<file path="config.mk">
export PLATFORM = sky130hd
export DESIGN_NAME = double_door_passage_classifier_unit
export DESIGN_NICKNAME = d
export VERILOG_FILES = /design/src/dd_pkg.sv /design/src/double_door_passage_classifier_unit.sv /design/src/dd_track.sv
export SDC_FILE = /design/constraint.sdc
export NUM_CORES = 1
export LEC_CHECK = 0
export BUFFER_PORTS_ARGS = -buffer_cell sky130_fd_sc_hd__clkbuf_2
export CAP_MARGIN = 20
export CORE_UTILIZATION = 55
export CTS_CLUSTER_SIZE = 16
export DETAILED_ROUTE_END_ITERATION = 8
export GPL_ROUTABILITY_DRIVEN = 0
export PLACE_DENSITY = 0.88
export SYNTH_ARGS = -nofsm -noshare
export SYNTH_HDL_FRONTEND = slang
export SYNTH_HIERARCHICAL = 1
export SYNTH_SLANG_ARGS = --single-unit
</file>
<file path="constraint.sdc">
create_clock -name clk_i -period 2.6 [get_ports clk_i]
set_input_delay 0 -clock clk_i [delete_from_list [all_inputs] [get_ports clk_i]]
set_output_delay 0 -clock clk_i [all_outputs]
set_load 0.03 [all_outputs]
</file>
<file path="src/dd_pkg.sv">
// Shared types and constants for the double door passage classifier.
// Used by dd_track, the top level and the checker; depends on nothing.
package dd_pkg;

  // Per-door tracking state.
  typedef enum logic [1:0] {
    ST_CLOSED   = 2'd0,
    ST_OPEN     = 2'd1,
    ST_WAS_OPEN = 2'd2
  } door_status_e;

  // Which door won a first-opened or first-closed race.
  typedef enum logic [1:0] {
    WHO_NONE  = 2'd0,
    WHO_OUTER = 2'd1,
    WHO_INNER = 2'd2
  } door_who_e;

  // Passage event codes as reported on the result channel.
  typedef enum logic [2:0] {
    EV_NONE       = 3'd0,
    EV_ENTRY      = 3'd1,
    EV_EXIT       = 3'd2,
    EV_PAIR_OUT   = 3'd3,
    EV_PAIR_IN    = 3'd4,
    EV_OUTER_ONLY = 3'd5,
    EV_INNER_ONLY = 3'd6
  } passage_event_e;

  // Highest event code that can appear.
  localparam logic [2:0] EventMax = EV_INNER_ONLY;

  // One sensor sample.
  typedef struct packed {
    logic inner_door_open;
    logic outer_door_open;
  } in_item_t;

  // One classification result.
  typedef struct packed {
    logic [2:0] passage_event;
    logic       inner_led;
    logic       outer_led;
  } out_item_t;

endpackage

</file>
<file path="src/double_door_passage_classifier_unit.sv">
// Double door passage classifier, top level.
// Input register, then result register; a stalled result holds the staged item.
// Throughput: one item per cycle unless the output stalls; one state step per item.
// Reset (rst_ni low, asynchronous): pipeline empty, doors closed, no races, recording on.
// Depends on dd_pkg and dd_track.
module double_door_passage_classifier_unit (
  input  logic              clk_i,
  input  logic              rst_ni,
  input  logic              cfg_valid_i,
  output logic              cfg_ready_o,
  input  logic              cfg_data_i,
  input  logic              in_valid_i,
  output logic              in_ready_o,
  input  dd_pkg::in_item_t  in_item_i,
  output logic              out_valid_o,
  input  logic              out_ready_i,
  output dd_pkg::out_item_t out_item_o
);

  logic              record_enable_q;
  logic              stg_valid_q, stg_valid_d;
  dd_pkg::in_item_t  stg_item_q;
  logic              out_valid_q, out_valid_d;
  dd_pkg::out_item_t out_item_q, out_item_d;
  logic              advance;
  logic              in_accept;
  logic [2:0]        event_code;

  // Configuration register, always writable.
  assign cfg_ready_o = 1'b1;

  always_ff @(posedge clk_i or negedge rst_ni) begin
    if (!rst_ni) begin
      record_enable_q <= 1'b1;
    end else if (cfg_valid_i) begin
      record_enable_q <= cfg_data_i;
    end
  end

  // Handshake: the staged item moves on whenever the result register frees up.
  assign advance    = stg_valid_q && (!out_valid_q || out_ready_i);
  assign in_ready_o = !stg_valid_q || advance;
  assign in_accept  = in_valid_i && in_ready_o;

  always_comb begin
    stg_valid_d = stg_valid_q;
    if (in_accept) begin
      stg_valid_d = 1'b1;
    end else if (advance) begin
      stg_valid_d = 1'b0;
    end
    out_valid_d = out_valid_q;
    if (advance) begin
      out_valid_d = 1'b1;
    end else if (out_ready_i) begin
      out_valid_d = 1'b0;
    end
  end

  always_ff @(posedge clk_i or negedge rst_ni) begin
    if (!rst_ni) begin
      stg_valid_q <= 1'b0;
      out_valid_q <= 1'b0;
    end else begin
      stg_valid_q <= stg_valid_d;
      out_valid_q <= out_valid_d;
    end
  end

  // Input register.
  always_ff @(posedge clk_i) begin
    if (in_accept) begin
      stg_item_q <= in_item_i;
    end
  end

  // Tracking and classification of the staged item.
  dd_track u_track (
    .clk_i           (clk_i),
    .rst_ni          (rst_ni),
    .step_i          (advance),
    .sample_i        (stg_item_q),
    .record_enable_i (record_enable_q),
    .passage_event_o (event_code)
  );

  // Result register.
  always_comb begin
    out_item_d.passage_event = event_code;
    out_item_d.inner_led     = stg_item_q.inner_door_open;
    out_item_d.outer_led     = stg_item_q.outer_door_open;
  end

  always_ff @(posedge clk_i) begin
    if (advance) begin
      out_item_q <= out_item_d;
    end
  end

  assign out_valid_o = out_valid_q;
  assign out_item_o  = out_item_q;

endmodule

</file>
<file path="src/dd_track.sv">
// Door tracking state and passage classification for one sample per step.
// Depends on dd_pkg for the status, race and event encodings.
module dd_track (
  input  logic             clk_i,
  input  logic             rst_ni,
  input  logic             step_i,
  input  dd_pkg::in_item_t sample_i,
  input  logic             record_enable_i,
  output logic [2:0]       passage_event_o
);

  dd_pkg::door_status_e inner_status_q, inner_status_d;
  dd_pkg::door_status_e outer_status_q, outer_status_d;
  dd_pkg::door_who_e    first_opened_q, first_opened_d;
  dd_pkg::door_who_e    first_closed_q, first_closed_d;

  dd_pkg::door_status_e inner_st, outer_st;
  dd_pkg::door_who_e    fo_mid, fc_mid, fo_new, fc_new;
  dd_pkg::passage_event_e event_cls;
  logic                 complete;

  // Inner door is evaluated first, then the outer door sees its updates.
  always_comb begin
    inner_st = inner_status_q;
    fo_mid   = first_opened_q;
    fc_mid   = first_closed_q;
    if (sample_i.inner_door_open) begin
      inner_st = dd_pkg::ST_OPEN;
      if (fo_mid == dd_pkg::WHO_NONE) fo_mid = dd_pkg::WHO_INNER;
    end else if (inner_status_q == dd_pkg::ST_OPEN) begin
      inner_st = dd_pkg::ST_WAS_OPEN;
      if (fc_mid == dd_pkg::WHO_NONE) fc_mid = dd_pkg::WHO_INNER;
    end

    outer_st = outer_status_q;
    fo_new   = fo_mid;
    fc_new   = fc_mid;
    if (sample_i.outer_door_open) begin
      outer_st = dd_pkg::ST_OPEN;
      if (fo_new == dd_pkg::WHO_NONE) fo_new = dd_pkg::WHO_OUTER;
    end else if (outer_status_q == dd_pkg::ST_OPEN) begin
      outer_st = dd_pkg::ST_WAS_OPEN;
      if (fc_new == dd_pkg::WHO_NONE) fc_new = dd_pkg::WHO_OUTER;
    end
  end

  // A passage is complete once a closure was seen and neither door is open.
  assign complete = (fc_new != dd_pkg::WHO_NONE) &&
                    (inner_st != dd_pkg::ST_OPEN) &&
                    (outer_st != dd_pkg::ST_OPEN);

  // Classify from the order of openings and closings.
  always_comb begin
    if (inner_st == dd_pkg::ST_WAS_OPEN) begin
      if (outer_st == dd_pkg::ST_WAS_OPEN) begin
        if (fo_new == dd_pkg::WHO_OUTER) begin
          event_cls = (fc_new == dd_pkg::WHO_OUTER) ? dd_pkg::EV_ENTRY
                                                    : dd_pkg::EV_PAIR_OUT;
        end else begin
          event_cls = (fc_new == dd_pkg::WHO_OUTER) ? dd_pkg::EV_PAIR_IN
                                                    : dd_pkg::EV_EXIT;
        end
      end else begin
        event_cls = dd_pkg::EV_INNER_ONLY;
      end
    end else begin
      event_cls = dd_pkg::EV_OUTER_ONLY;
    end
  end

  assign passage_event_o = (complete && record_enable_i) ? event_cls : dd_pkg::EV_NONE;

  // Next state: all tracking is cleared when a passage completes.
  always_comb begin
    if (complete) begin
      inner_status_d = dd_pkg::ST_CLOSED;
      outer_status_d = dd_pkg::ST_CLOSED;
      first_opened_d = dd_pkg::WHO_NONE;
      first_closed_d = dd_pkg::WHO_NONE;
    end else begin
      inner_status_d = inner_st;
      outer_status_d = outer_st;
      first_opened_d = fo_new;
      first_closed_d = fc_new;
    end
  end

  // State registers advance only when the sample is consumed.
  always_ff @(posedge clk_i or negedge rst_ni) begin
    if (!rst_ni) begin
      inner_status_q <= dd_pkg::ST_CLOSED;
      outer_status_q <= dd_pkg::ST_CLOSED;
      first_opened_q <= dd_pkg::WHO_NONE;
      first_closed_q <= dd_pkg::WHO_NONE;
    end else if (step_i) begin
      inner_status_q <= inner_status_d;
      outer_status_q <= outer_status_d;
      first_opened_q <= first_opened_d;
      first_closed_q <= first_closed_d;
    end
  end

endmodule

</file>
==> flow_summary.json <==
{
  "status": "complete, no violations",
  "dieArea_um2": 1750,
  "power_switching_w": 0.000330,
  "switching_share_pct": 36.7,
  "dp.cells": 102,
  "cellPowerDensity_nw_per_um2": 863,
  "cts_resized": 0,
  "hold_violations": 0,
  "critPathRequiredTime_ns": 2.79,
  "power.leakage_nw": 0.444,
  "synth_edf_count": 7,
  "p_seq_share_pct": 49.1,
  "drive_gt1_share_pct": 29.2,
  "place.port_buffers": 14,
  "yosys.area_share.simple_pct": 18.5,
  "synth_commonest_cells": "dfrtp_1, edfxtp_1, nor2_1",
  "nFillCells": 101,
  "slew_headroom_pct": 57.8,
  "num_antenna_cells": 0,
  "syn_area_per_cell_um2": 11.6,
  "yosysSeqAreaShare_pct": 55.8,
  "initial_utilization_pct": 58.6,
  "setup_viol": 0,
  "fmax_mhz": 572,
  "synth_compound_area_share_pct": 17.2,
  "wl_per_cell_um": 14.9,
  "ys.flop_type": "dfrtp_1",
  "syn_inst": 75,
  "r2r-end": "u_track/inner_status_q[0]",
  "pwr-share-clk_pct": 18.9,
  "dp_hpwl_um": 1180,
  "final_core_util_pct": 70.0,
  "synth_most_common_cell": "dfrtp_1",
  "die_h_um": 41.8,
  "r2r_cells": 5,
  "yosysWarningCount": 6,
  "postSynth.asyncResetShare_pct": 61.1,
  "reg2reg_from": "out_valid_o",
  "worst_setup_path_start_kind": "register",
  "stdcell_count": 112,
  "routed-via-count": 678,
  "crit_type": "register to register",
  "intPower_w": 0.000569,
  "grt_pass1_wl_um": 2630,
  "layout_min_cycle_time_ns": 1.75,
  "yosysTopAreaCellShare_pct": 28.7,
  "max-cap-violations": 0,
  "vdd_drop_max_mv": 0.471,
  "cts_tree": "built",
  "synth_seq_cells": 18,
  "cts_buffer_depth": 2,
  "rsz0062_at_grt": "no",
  "min_to": "out_valid_o",
  "grt_util_all_layers_pct": 20.4,
  "holdPathStages": 3,
  "io_pins": 16,
  "fin_skew_ns": 0.00368,
  "routed_wl_um": 1670,
  "first_pass_iters": 6,
  "finalCritPeriodShare_pct": 67.2,
  "detail_route.vias_per_cell": 6.05,
  "hp-start": "out_ready_i",
  "ant_nets": 0,
  "row_count": 14,
  "holdWs_ns": 0.0164,
  "drt-initial-drc-count": 28,
  "clk_pin_slew_ns": 0.10,
  "fp.dieW_um": 41.8,
  "cp-end-kind": "register",
  "syn_area_um2": 872,
  "r2r_slack_ns": 0.85,
  "synth-xor-area-share_pct": 2.01,
  "cts.htree.levels": 1,
  "antenna_found_initial": 0,
  "cts_inserted_buffers": 3,
  "drv_slew": 0,
  "synth_nets": 83,
  "grt_overflow": 0,
  "worstPathMaxFanout": 18,
  "synthAdderAreaFrac_pct": 0,
  "p_comb_share_pct": 32.0,
  "grt_max_degree": 19,
  "syn_to_final_growth_pct": 19.5,
  "setup-tns-final_ns": 0,
  "synth.top_cells.by_area": "dfrtp_1, edfxtp_1, dfstp_2",
  "clk_latency_ns": 0.29,
  "synth_top_family_by_area": "simple AND/OR/NAND/NOR gates",
  "ys_types": 35,
  "synth_top_area_cell": "dfrtp_1",
  "post_cts_buffers": 0,
  "core_um2": 1490,
  "muxShareOfSynthArea_pct": 2.44,
  "tightest_slew_ns": 0.633,
  "cts-root-buf": "clkbuf_4",
  "drc": 0,
  "grt_pass1_vias": 606,
  "fin_nets": 105,
  "cp.arrival_ns": 1.94,
  "clkSinkCount": 18,
  "hold_path_class": "primary input to register"
}
[power by group through the flow]
stage                     clock network [W]  logic, W  registers (W)
after detailed placement                  0  0.000273       0.000446
after global routing               0.000184  0.000312       0.000451
after floorplan                           0  0.000202       0.000446
final                              0.000170  0.000288       0.000441
after global placement                    0  0.000260       0.000444
after CTS                          0.000174  0.000283       0.000440
[timing repair]
item	4_1_cts	5_1_grt
endpoints found under the hold margin	15	0
setup endpoints to repair	0	0
hold buffers	6	0
[state kept, by name, indices dropped and copies added, names as in the netlist]
signal / count
u_track/first_opened_q: 2
out_valid_o: 1
out_item_d: 2
u_track/outer_status_q: 2
u_track/inner_status_q: 2
stg_valid_q: 1
u_track/first_closed_q: 2
out_item_o: 5
record_enable_q: 1
[cells in the final DEF, fill, tap and decap left out, types with 2 or more instances in the layout]
cell type	instances
a21oi_1	3
a311oi_1	2
a31oi_1	4
clkbuf_2	14
clkbuf_4	3
dfrtp_1	10
dlygate4sd3_1	6
edfxtp_1	7
inv_1	4
nand2_1	4
nand2b_1	3
nor2_1	6
nor2_2	2
nor3_1	2
o21ai_0	3
o22ai_1	2
xnor2_1	2
[cells by family (layout without fill, tap and decap cells)]
group	after synthesis	count (layout)
AND/OR/NAND/NOR	24	24
XOR/XNOR	2	2
buffers and inverters	7	28
AO/OA/AOI/OAI	21	21
other	1	1
multiplexers	2	2
flip-flops	18	18
[worst max path at each step]
stage | slack, ns | cells past startpoint | startpoint | to
2_1_floorplan | 0.98 | 5 | out_valid_o | u_track/outer_status_q[1]
3_3_place_gp | 0.96 | 5 | out_valid_o | u_track/inner_status_q[0]
3_5_place_dp | 0.88 | 5 | out_valid_o | u_track/inner_status_q[0]
4_1_cts | 0.87 | 5 | out_valid_o | u_track/inner_status_q[0]
5_1_grt | 0.78 | 5 | out_valid_o | u_track/inner_status_q[0]
6_report | 0.85 | 5 | out_valid_o | u_track/inner_status_q[0]
[cell type report]
class	instances	area, um^2	share of cell area, %
multi-input combinational	50	354	34.0
tap	16	20.0	1.92
inverter	4	15.0	1.44
sequential	18	487	46.7
timing repair buffer	20	130	12.5
clock buffer	4	36.3	3.48
[through the flow]
| stage | power [W] | setup WS [ns] | cell area, um^2 |
|---|---|---|---|
| 3_3_place_gp | 0.000703 | 0.961 | 946 |
| 4_1_cts | 0.000896 | 0.875 | 1040 |
| 5_1_grt | 0.000947 | 0.783 | 1040 |
| 3_5_place_dp | 0.000720 | 0.882 | 946 |
| 6_report | 0.000899 | 0.853 | 1040 |
| 2_1_floorplan | 0.000648 | 0.981 | 872 |
[critical path: stages, from the launching register on]
cell	delay, ns
dfrtp_1	0.44
nand2b_1	0.11
and2_1	0.54
and2b_2	0.30
o22ai_1	0.10
a21o_1	0.16
[layer usage]
layer  vias up  GRT usage [%]  wire [um]
met1       327           26.1        690
li1        319              -          -
met4         0           3.87         22
met3         4           3.91         80
met5         -              0          0
met2        28           35.9        872
Power figures use the tool's default switching activity.
